<file path="src/rtl/sha1_pkg.sv">
package sha1_pkg;

   typedef enum logic {
      OP_FEED   = 1'b0,
      OP_FINISH = 1'b1
   } op_type;

   typedef struct packed {
      logic [0:0] op;
      logic [7:0] data_byte;
   } req_type;

   typedef struct packed {
      logic [31:0] digest_word;
      logic [2:0]  word_index;
      logic        last_word;
   } rsp_type;

   // Queue entry between intake and the hash engine.
   typedef struct packed {
      logic       finish;
      logic [7:0] data_byte;
   } cmd_type;

   typedef enum logic [2:0] {
      ST_IDLE,
      ST_ROUND,
      ST_PAD,
      ST_LEN,
      ST_OUT
   } state_type;

   localparam logic [31:0] H0 = 32'h67452301;
   localparam logic [31:0] H1 = 32'hefcdab89;
   localparam logic [31:0] H2 = 32'h98badcfe;
   localparam logic [31:0] H3 = 32'h10325476;
   localparam logic [31:0] H4 = 32'hc3d2e1f0;
   localparam logic [31:0] K0 = 32'h5a827999;
   localparam logic [31:0] K1 = 32'h6ed9eba1;
   localparam logic [31:0] K2 = 32'h8f1bbcdc;
   localparam logic [31:0] K3 = 32'hca62c1d6;
   localparam logic [7:0]  PAD_BYTE = 8'h80;
   localparam logic [5:0]  LEN_OFFSET = 6'd56;

endpackage

</file>
<file path="src/rtl/sha1_front.sv">
module sha1_front
   import sha1_pkg::*;
#(
   parameter int Depth = 4
) (
   input  logic    clock,
   input  logic    reset,
   input  logic    req_valid,
   output logic    req_ready,
   input  req_type req_payload,
   output logic    cmd_valid,
   input  logic    cmd_ready,
   output cmd_type cmd_data
);
   localparam int AW = (Depth > 1) ? $clog2(Depth) : 1;

   cmd_type         fifo_ff [Depth];
   logic [AW-1:0]   wr_ptr_ff, wr_ptr_in, rd_ptr_ff, rd_ptr_in;
   logic [AW:0]     count_ff, count_in;
   logic            push, pop;

   assign req_ready = (count_ff != (AW+1)'(Depth));
   assign cmd_valid = (count_ff != '0);
   assign cmd_data  = fifo_ff[rd_ptr_ff];
   assign push = req_valid && req_ready;
   assign pop  = cmd_valid && cmd_ready;

   always_comb begin
      wr_ptr_in = wr_ptr_ff;
      rd_ptr_in = rd_ptr_ff;
      if (push) begin
         wr_ptr_in = (wr_ptr_ff == AW'(Depth - 1)) ? '0 : wr_ptr_ff + 1'b1;
      end
      if (pop) begin
         rd_ptr_in = (rd_ptr_ff == AW'(Depth - 1)) ? '0 : rd_ptr_ff + 1'b1;
      end
      count_in = count_ff + (AW+1)'(push) - (AW+1)'(pop);
   end

   always_ff @(posedge clock) begin
      if (reset) begin
         wr_ptr_ff <= '0;
         rd_ptr_ff <= '0;
         count_ff  <= '0;
      end else begin
         wr_ptr_ff <= wr_ptr_in;
         rd_ptr_ff <= rd_ptr_in;
         count_ff  <= count_in;
      end
   end

   always_ff @(posedge clock) begin
      if (push) begin
         fifo_ff[wr_ptr_ff] <= '{finish: (req_payload.op == OP_FINISH),
                                 data_byte: req_payload.data_byte};
      end
   end
endmodule

</file>
<file path="src/rtl/sha1_back.sv">
module sha1_back
   import sha1_pkg::*;
(
   input  logic    clock,
   input  logic    reset,
   input  logic    cmd_valid,
   output logic    cmd_ready,
   input  cmd_type cmd_data,
   output logic    rsp_valid,
   input  logic    rsp_ready,
   output rsp_type rsp_payload
);
   state_type     state_ff, state_in;
   logic [31:0]   w_ff [16];
   logic [31:0]   h_ff [5];
   logic [31:0]   a_ff, b_ff, c_ff, d_ff, e_ff;
   logic [6:0]    rnd_ff, rnd_in;
   logic [5:0]    cnt_ff;
   logic [63:0]   len_ff, flen_ff;
   logic [2:0]    lenb_ff, oidx_ff;
   logic          fin_ff;
   // Set once all eight length bytes have been absorbed.
   logic          len_seen_ff;
   logic          absorb;
   logic [7:0]    abyte;
   logic [31:0]   f, k, t, wn, w0;

   // Byte absorbed this cycle, from the queue or from the pad/length sequencer.
   always_comb begin
      absorb = 1'b0;
      abyte  = 8'h00;
      cmd_ready = 1'b0;
      unique case (state_ff)
         ST_IDLE: begin
            cmd_ready = 1'b1;
            if (cmd_valid) begin
               absorb = 1'b1;
               abyte  = cmd_data.finish ? PAD_BYTE : cmd_data.data_byte;
            end
         end
         ST_PAD: begin
            absorb = 1'b1;
         end
         ST_LEN: begin
            absorb = 1'b1;
            abyte  = flen_ff[8*(7-lenb_ff) +: 8];
         end
         default: ;
      endcase
   end

   // Round logic, message schedule kept as a 16-word sliding window.
   always_comb begin
      w0 = w_ff[0];
      if (rnd_ff < 7'd20) begin
         f = (b_ff & c_ff) | (~b_ff & d_ff); k = K0;
      end else if (rnd_ff < 7'd40) begin
         f = b_ff ^ c_ff ^ d_ff; k = K1;
      end else if (rnd_ff < 7'd60) begin
         f = (b_ff & c_ff) | (b_ff & d_ff) | (c_ff & d_ff); k = K2;
      end else begin
         f = b_ff ^ c_ff ^ d_ff; k = K3;
      end
      t  = {a_ff[26:0], a_ff[31:27]} + f + e_ff + w0 + k;
      wn = w_ff[13] ^ w_ff[8] ^ w_ff[2] ^ w_ff[0];
      wn = {wn[30:0], wn[31]};
   end

   always_comb begin
      state_in = state_ff;
      rnd_in   = rnd_ff;
      unique case (state_ff)
         ST_IDLE: if (absorb && cnt_ff == 6'd63) begin
            state_in = ST_ROUND; rnd_in = '0;
         end else if (absorb && cmd_data.finish) begin
            state_in = (cnt_ff + 6'd1 == LEN_OFFSET) ? ST_LEN : ST_PAD;
         end
         // After a compression during finish: continue padding or emit.
         ST_ROUND: begin
            rnd_in = rnd_ff + 7'd1;
            if (rnd_ff == 7'd80) begin
               if (!fin_ff) state_in = ST_IDLE;
               else if (len_seen_ff) state_in = ST_OUT;
               else state_in = ST_PAD;
            end
         end
         ST_PAD: if (cnt_ff == 6'd63) begin
            state_in = ST_ROUND; rnd_in = '0;
         end else if (cnt_ff + 6'd1 == LEN_OFFSET) begin
            state_in = ST_LEN;
         end
         ST_LEN: if (cnt_ff == 6'd63) begin
            state_in = ST_ROUND; rnd_in = '0;
         end
         ST_OUT: if (rsp_ready && oidx_ff == 3'd4) begin
            state_in = ST_IDLE;
         end
         default: state_in = ST_IDLE;
      endcase
   end

   assign rsp_valid = (state_ff == ST_OUT);
   assign rsp_payload = '{digest_word: h_ff[oidx_ff], word_index: oidx_ff,
                          last_word: (oidx_ff == 3'd4)};

   always_ff @(posedge clock) begin
      if (reset) begin
         state_ff <= ST_IDLE;
         rnd_ff   <= '0;
         cnt_ff   <= '0;
         len_ff   <= '0;
         fin_ff   <= 1'b0;
         lenb_ff  <= '0;
         oidx_ff  <= '0;
         len_seen_ff <= 1'b0;
         h_ff <= '{H0, H1, H2, H3, H4};
      end else begin
         state_ff <= state_in;
         rnd_ff   <= rnd_in;
         if (absorb) begin
            cnt_ff <= cnt_ff + 6'd1;
         end
         if (state_ff == ST_IDLE && absorb) begin
            if (cmd_data.finish) begin
               fin_ff  <= 1'b1;
               flen_ff <= len_ff;
               lenb_ff <= '0;
            end else begin
               len_ff <= len_ff + 64'd8;
            end
         end
         if (state_ff == ST_LEN) begin
            lenb_ff <= lenb_ff + 3'd1;
            if (lenb_ff == 3'd7) len_seen_ff <= 1'b1;
         end
         if (state_ff != ST_ROUND && state_in == ST_ROUND) begin
            a_ff <= h_ff[0]; b_ff <= h_ff[1]; c_ff <= h_ff[2];
            d_ff <= h_ff[3]; e_ff <= h_ff[4];
         end else if (state_ff == ST_ROUND && rnd_ff < 7'd80) begin
            a_ff <= t; b_ff <= a_ff; c_ff <= {b_ff[1:0], b_ff[31:2]};
            d_ff <= c_ff; e_ff <= d_ff;
         end
         if (state_ff == ST_ROUND && rnd_ff == 7'd80) begin
            h_ff[0] <= h_ff[0] + a_ff; h_ff[1] <= h_ff[1] + b_ff;
            h_ff[2] <= h_ff[2] + c_ff; h_ff[3] <= h_ff[3] + d_ff;
            h_ff[4] <= h_ff[4] + e_ff;
         end
         if (state_ff == ST_OUT && rsp_ready) begin
            if (oidx_ff == 3'd4) begin
               oidx_ff <= '0;
               fin_ff  <= 1'b0;
               len_seen_ff <= 1'b0;
               len_ff  <= '0;
               cnt_ff  <= '0;
               h_ff <= '{H0, H1, H2, H3, H4};
            end else begin
               oidx_ff <= oidx_ff + 3'd1;
            end
         end
      end
   end

   // Block window: bytes shift into the word picked by the byte count;
   // during rounds the window slides and takes the next schedule word.
   always_ff @(posedge clock) begin
      if (absorb) begin
         w_ff[cnt_ff[5:2]] <= {w_ff[cnt_ff[5:2]][23:0], abyte};
      end else if (state_ff == ST_ROUND && rnd_ff < 7'd80) begin
         for (int i = 0; i < 15; i++) w_ff[i] <= w_ff[i+1];
         w_ff[15] <= wn;
      end
   end
endmodule

</file>
<file path="src/rtl/sha1_byte_stream_hasher.sv">
// SHA-1 hasher fed one byte per request.
// The request channel (req_valid/req_ready/req_payload) carries either a
// message byte (op feed) or a finish marker (op finish). Requests land in a
// four-entry queue, so the sender keeps going while the hash engine works.
// The engine packs bytes big-endian into a 64-byte block window and runs
// the 80 rounds one per cycle when the block fills, taking no new bytes
// while the rounds run, then adds the result into the hash state.
// On finish the engine appends 0x80, zeros up to byte 56 and the 64-bit
// bit length, one byte per cycle, compresses once or twice, then offers
// the five digest words on rsp_valid/rsp_ready with word_index and
// last_word. rsp_valid rises once the last compression is done; bytes
// queued ahead of the finish or a compression in progress delay it.
// While rsp_ready is low the current word holds and the engine waits; the
// queue keeps taking requests until it is full.
// After the fifth word is taken the state returns to the SHA-1 initial
// values. Synchronous reset clears the queue and the hash state at once.
module sha1_byte_stream_hasher
   import sha1_pkg::*;
#(
   parameter int QueueDepth = 4
) (
   input  logic    clock,
   input  logic    reset,
   input  logic    req_valid,
   output logic    req_ready,
   input  req_type req_payload,
   output logic    rsp_valid,
   input  logic    rsp_ready,
   output rsp_type rsp_payload
);
   logic    cmd_valid, cmd_ready;
   cmd_type cmd_data;

   sha1_front #(.Depth(QueueDepth)) u_front (
      .clock, .reset, .req_valid, .req_ready, .req_payload,
      .cmd_valid, .cmd_ready, .cmd_data
   );

   sha1_back u_back (
      .clock, .reset, .cmd_valid, .cmd_ready, .cmd_data,
      .rsp_valid, .rsp_ready, .rsp_payload
   );
endmodule
</file>
<file path="config.mk">
export PLATFORM = sky130hd
export DESIGN_NAME = sha1_byte_stream_hasher
export DESIGN_NICKNAME = d
export VERILOG_FILES = /design/src/rtl/sha1_pkg.sv /design/src/rtl/sha1_front.sv /design/src/rtl/sha1_back.sv /design/src/rtl/sha1_byte_stream_hasher.sv
export SDC_FILE = /design/constraint.sdc
export NUM_CORES = 2
export LEC_CHECK = 0
export BUFFER_PORTS_ARGS = -buffer_cell sky130_fd_sc_hd__buf_2
export CELL_PAD_IN_SITES_DETAIL_PLACEMENT = 1
export CELL_PAD_IN_SITES_GLOBAL_PLACEMENT = 1
export CORE_MARGIN = 2
export CORE_UTILIZATION = 47
export CTS_CLUSTER_SIZE = 10
export DETAILED_ROUTE_END_ITERATION = 8
export HOLD_SLACK_MARGIN = 0.08
export PLACE_DENSITY = 0.78
export SLEW_MARGIN = 10
export SYNTH_ARGS = -nofsm -noshare
export SYNTH_HDL_FRONTEND = slang
export SYNTH_SLANG_ARGS = --single-unit
</file>
<file path="constraint.sdc">
create_clock -name clock -period 10.3 [get_ports clock]
set_input_delay 2.06 -clock clock [delete_from_list [all_inputs] [get_ports clock]]
set_output_delay 2.06 -clock clock [all_outputs]
set_load 0.05 [all_outputs]
</file>
## Word level (Yosys, flattened, before mapping)

Memory sizes are Yosys's and may differ from the RTL's. A register that Yosys moved wholly into a read port is not among the register bits.
Index checks and enable logic that the tools add are counted.

| cells by class | value |
|---|---|
| add/subtract/negate cells | 19 |
| $mul | 0 |
| div/mod/pow operators | 0 |
| magnitude comparators | 5 |
| equality and inequality tests | 16 |
| shift operators | 1 |
| muxes and demuxes | 76 |
| bitwise logic cells | 15 |
| reductions and logical operators | 22 |

Operators with widths:

| kind | number |
|---|---|
| 32-bit two-way mux | 18 |
| 160-bit two-way mux | 3 |
| 32-bit adder | 9 |
| 64-bit two-way mux | 4 |
| 32-bit XOR | 5 |
| 32-bit bitwise AND | 4 |
| 32-bit binary-select mux with 3-bit select | 1 |
| 32-bit OR | 3 |
| 64-bit by 4-bit adder with 64-bit output, second input constant | 1 |
| 64-bit by 33-bit indexed part select with 8-bit output | 1 |
| 3-bit two-way mux | 13 |
| 32-bit NOT | 1 |
| 32-bit OR reduction | 1 |
| 31-bit two-way mux | 1 |
| 7-bit case mux with 3 select lines | 1 |
| 1-bit two-way mux | 19 |
| 6-bit two-way mux | 3 |
| 8-bit two-way mux | 2 |
| 8-bit case mux with 2 select lines | 1 |
| 3-bit case mux with 5 select lines | 1 |
| 7-bit by 6-bit < comparator with 1-bit output, second input constant | 2 |
| 7-bit two-way mux | 2 |
| 6-bit == test, second input constant | 2 |
| 1-bit logical AND | 10 |
| 29 further kinds | 46 |

| word-level totals | value |
|---|---|
| bits in registers | 479 |
| bits in latches | 0 |
| memory bits (writable) | 548 |
| memory bits (read-only) | 0 |
| bits of input ports | 13 |
| output and inout bits | 38 |
| logic and storage cells | 178 |
| memories | 2 |

Memories:

| memory | words | bits a word | read ports | clocked after memory_dff | write ports | RTL line | text |
|---|---|---|---|---|---|---|---|
| u_back.w_ff | 16 | 32 | 17 | 1 | 16 | sha1_back.sv:14 | `logic [31:0] w_ff [16];` |
| u_front.fifo_ff | 4 | 9 | 1 | 1 | 1 | sha1_front.sv:17 | `cmd_type fifo_ff [Depth];` |

## Logic depth before layout (Yosys ltp)

| logic depth | value |
|---|---|
| depth in word-level cells | 12 |
| mapped depth | 27 |
| mapped depth without buffers | 25 |

## Hierarchy

Synthesis repeated with hierarchy kept, for this count alone.

| unflattened totals | value |
|---|---|
| cell total of the unflattened synthesis | 4877 |
| area total of the unflattened synthesis | 57448.8 um2 |

Modules (own cells, without submodules):

| module | times used | cells each | area each (um2) | seq. area each (um2) |
|---|---|---|---|---|
| sha1_back | 1 | 4781 | 55674.6 | 26915.8 |
| sha1_front | 1 | 96 | 1774.2 | 1261.2 |

## Worst setup path before layout

No wires, ideal clock.

| timing path | value |
|---|---|
| kind | input to register |
| start point | input reset |
| end point | register u_back.a_ff[0] (enable) |
| setup time | 0.733 ns |
| data arrival time | 9.971 ns |
| data required time | 9.567 ns |
| setup slack | -0.404 ns |
| stages on the path | 2 |
| buffers on the path | 1 |
| cell sequence | clkbuf_1 a21oi_1 |

| between the ends | value |
|---|---|
| cells in the longest elaborated chain, start to end | 2 |

RTL lines:

| element | RTL line | text |
|---|---|---|
| start: declaration | sha1_byte_stream_hasher.sv:23 | `input logic reset,` |
| 1-bit NOT (no source line) | n/a |  |
| 2-bit AND reduction (no source line) | n/a |  |
| end signal: assignment | sha1_back.sv:137 | `a_ff <= h_ff[0]; b_ff <= h_ff[1]; c_ff <= h_ff[2];` |
| end: declaration | sha1_back.sv:16 | `logic [31:0] a_ff, b_ff, c_ff, d_ff, e_ff;` |

No other way between the ends.
A chain may end at the register's enable or synchronous reset.

## Final worst setup path

| timing path | value |
|---|---|
| start point | register u_back.rnd_ff[4] |
| end point | register u_back.a_ff[29] (data pin) |

| between the ends | value |
|---|---|
| cells in the longest elaborated chain, start to end | 10 |
| elaborated cells between the ends (all ways) | 20 |
| classes of those cells | 4 x add/sub; 3 x order compare; 2 x eq/ne; 10 x mux; 1 x reduce/logical |

RTL lines:

| element | RTL line | text |
|---|---|---|
| start: declaration | sha1_back.sv:17 | `logic [6:0] rnd_ff, rnd_in;` |
| start signal: assignment | sha1_back.sv:119 | `rnd_ff <= rnd_in;` |
| 7-bit by 6-bit < comparator with 1-bit output | sha1_back.sv:59 | `end else if (rnd_ff < 7'd60) begin` |
| 32-bit two-way mux | sha1_back.sv:59 |  |
| 32-bit two-way mux | sha1_back.sv:57 | `end else if (rnd_ff < 7'd40) begin` |
| 32-bit two-way mux | sha1_back.sv:55 | `if (rnd_ff < 7'd20) begin` |
| 32-bit adder (4 in series) | sha1_back.sv:64 | `t = {a_ff[26:0], a_ff[31:27]} + f + e_ff + w0 + k;` |
| 32-bit two-way mux | sha1_back.sv:139 | `end else if (state_ff == ST_ROUND && rnd_ff < 7'd80) begin` |
| 32-bit two-way mux (*) | sha1_back.sv:136 | `if (state_ff != ST_ROUND && state_in == ST_ROUND) begin` |

Every way passes the cells marked *; elsewhere a longest branch is shown, timed or not. The select of a mux whose other input is x is not followed.

==> results.toml <==
[cells_and_area]
diodes = 0
ff_latch_area_sq_um = 28190
fillers = 12690
drive_above_1_share = 0.09620
area_growth_pct = 9.535
layout.cells.non_filler = 6760
final_nets = 5416
fin_util = 0.5184
multi_input_area_sq_um = 27550

[clock_tree]
insertion_delay_ns = 0.75
path_clk_slew_ns = 0.07
cts_resized = 0
cts_hold_buf = 0
cts_root_buffer = "clkbuf_16"
cts.sinks = 1023
clk_path_buf_depth = 3
htreeDepth = 3
tritoncts = "done"
cts_setup_buffers = 0
cts_buffers = 117

[power]
total_power_mw = 12.36
cellPowerDensity_nw_per_um2 = 196.2
ir_drop_mv = 0.1541
leakagePower_nw = 26.20

[synth]
syn_area_per_cell_sq_um = 11.28
synth-seq-area-share = 0.4898
synth_area_sq_um = 57530
yosysWarnings = 0
synth_flop_cell = "edfxtp_1"
synth-edff-count = 769
synthArstFlopShare = 0
yosys.area.top_type = "edfxtp_1"
synth_cell_types = 88
synth-seq-cells = 1023
synth_nets = 5473
synthCells = 5101
synth.top_cells.by_area = "edfxtp_1 (40%), dfxtp_1 (8.8%), a21o_1 (7.8%), mux4_2 (6.8%), ha_1 (5.1%)"
synth_top_area_share = 0.4014

[drt]
dr.pass1.iters = 6
wl_mm = 178.3
detail-route-antenna-nets = 0
vias = 41440
route.detailed.drc = 0
vias_per_cell = 6.130
drtIter0Drc = 3573
detail_route.wl_per_cell_microns = 26.37

[worst_hold_path]
min_path_type = "reg2reg"
hold_depth = 0

[die]
io_pins = 51
core_sq_um = 121600
start_util = 0.4732
die-area_sq_um = 125200
die_w_microns = 353.9
row_count = 128
die_y_microns = 353.9

[run_status]
status = "completed"

[global_route]
antenna_found_initial = 1
grt_pass1_vias = 43460
grt_max_degree = 110
grt_overflow = 0
grt_usage = 0.2834
grt_pass1_wl_mm = 272.1

[setup_path]
reg2regPathDepth = 24
path_buf_inv = 5
critPathMaxStageDelay_ns = 0.64
worstPathCellList = "a41oi_1 > inv_1 > nor2_1 > clkinv_1 > nand2_1 > buf_4 > nor2_1 > nor2_1 > fa_1 > fa_1 > inv_1 > fa_1 > inv_1 > ha_1 > a21oi_1 > o21ai_0 > or3_1 > o21ai_0 > a211oi_1 > a41o_1 > o41ai_1 > o21ai_0 > xnor2_1 > o21ai_0"
cp.arrival_ns = 8.09
cpLargestDelayFamily = "compound AO/OA/AOI/OAI gates"
end_kind = "flip-flop"
rrSetupSlack_ns = 2.66
start_kind = "flip-flop"
required_ns = 10.75
slowest_stage = "o41ai_1"
criticalPathCategory = "reg2reg"
crit_fanout = 25
worst_path_most_repeated_cell = "o21ai_0"
cp_num_cells = 24

[sta]
max_slew.worst_pin.slew_ns = 1.165
setup_slack_ns = 2.664
worst_clock_skew_ns = 0.04108
timing.fmax_mhz = 131.0
fin_crit_sh = 0.7413
relSlewSlack = 0.2231
rsz0062_at_grt = "no"
tns_ns = 0
setup_violations = 0
hold_viol = 0
min_period_ns = 7.636
drv_slew = 0

[place]
placed_cells = 6550
routabilityCongestion = 0.9134
post-place-ws_ns = 2.596
hpwl_mm = 121.9
portBuffers = 50

[run]
drv_cap = 0
[worst reg2reg max path: cells and delay by family (launching register included)]
family / cells / cell delay (ns)
xor+xnor: 1 / 0.18
simple gates: 5 / 1.26
compound gates: 9 / 2.71
flops: 1 / 0.38
buf+inv: 5 / 0.94
fa+ha+maj: 4 / 1.92
[where the power goes]
part,internal [mW],switching (mW),leakage [nW]
sequential,5.01,0.203,9.08
combinational,1.36,1.79,15.4
clock,2.25,1.76,1.70
total,8.62,3.75,26.2
[cell families (layout without fill, tap and decap cells)]
| kind of cell | after synthesis | in the layout | synth area share |
|---|---|---|---|
| DFF | 1023 | 1023 | 0.4898 |
| and+or+nand+nor | 1347 | 1347 | 0.1035 |
| buffers and inverters | 536 | 570 | 0.03589 |
| AOI/OAI and AO/OA | 1336 | 1336 | 0.1581 |
| muxes | 197 | 197 | 0.07212 |
| xor gates and xnor gates | 303 | 303 | 0.04613 |
| adders and majority gates | 359 | 359 | 0.09440 |
[cells in the mapped netlist, types with 7 or more instances]
cell type  number
buf_1          13
mux4_2        174
o21ai_1        11
and2_1         36
o211ai_1       55
o21a_1         27
o32a_1          7
nor3b_1        10
xor2_1        133
mux2i_1        23
a31oi_1        25
nor2b_1        48
nor2_1        231
nand3_1        77
inv_1         242
o21bai_1       23
xnor2_1       170
a221o_1         8
nor4_1          7
a211o_1        11
a21oi_1       222
nor3_1         45
ha_1          234
a211oi_1       24
or2_2          11
and3_1         34
nand2b_1       30
o31ai_1        13
clkbuf_1      244
o32ai_1        22
or3_1          35
a21o_1        594
fa_1          125
nand2_1       728
dfxtp_1       254
buf_2          33
edfxtp_1      769
o21ai_0       209
o41ai_1         7
nand4_1        27
[per-layer routing]
metal	global-route usage	vias up	part of all wire
met5	0	-	0
met4	0.1081	0	0.040
met3	0.03485	342	0.050
met2	0.4793	1164	0.49
met1	0.3733	21540	0.42
li1	-	18390	-
[layout by cell type, fill, tap and decap left out, types with 24 or more instances in the layout]
master	instances
nor2_1	228
mux4_2	174
nand2b_1	29
and2_1	35
and3_1	34
nand2_1	727
clkbuf_16	118
buf_2	50
nand3_1	77
buf_4	66
nor3_1	45
xor2_1	133
edfxtp_1	769
o211ai_1	55
o21ai_0	193
inv_1	242
dfxtp_1	248
fa_1	125
a31oi_1	24
ha_1	234
o21a_1	27
a21oi_1	221
nor2b_1	47
xnor2_1	170
clkbuf_1	70
or3_1	35
a21o_1	594
a211oi_1	24
nand4_1	27
[through the flow]
stage	instance area, sq um	hold WS (ns)
CTS	63000	0.4665
global route	63010	0.4783
finish	63010	0.4682
floorplan	57530	0.4280
global placement	59420	0.4413
detailed placement	59420	0.4500
[state kept, by name, indices dropped and copies added (netlist names), 36 cells and up, named ones only]
register and count:
u_back.flen_ff 61, u_back.h_ff 160, u_front.fifo_ff 36, u_back.w_ff 512, u_back.len_ff 61
[final timing paths]
check                    startpoint                  to
hold / removal    u_back.len_ff[48]  u_back.flen_ff[48]
setup reg to reg   u_back.rnd_ff[4]     u_back.a_ff[29]
setup / recovery   u_back.rnd_ff[4]     u_back.a_ff[29]
hold reg to reg   u_back.len_ff[48]  u_back.flen_ff[48]
[cell type report]
type,count,area share
Inverter,244,0.01454
Tap cell,1625,0.03227
Multi-Input combinational cell,3542,0.4372
Timing Repair Buffer,116,0.01183
Sequential cell,1023,0.4474
Clock inverter,13,0.003813
Clock buffer,197,0.05300
No activity file was read; power rests on OpenSTA's default activity.
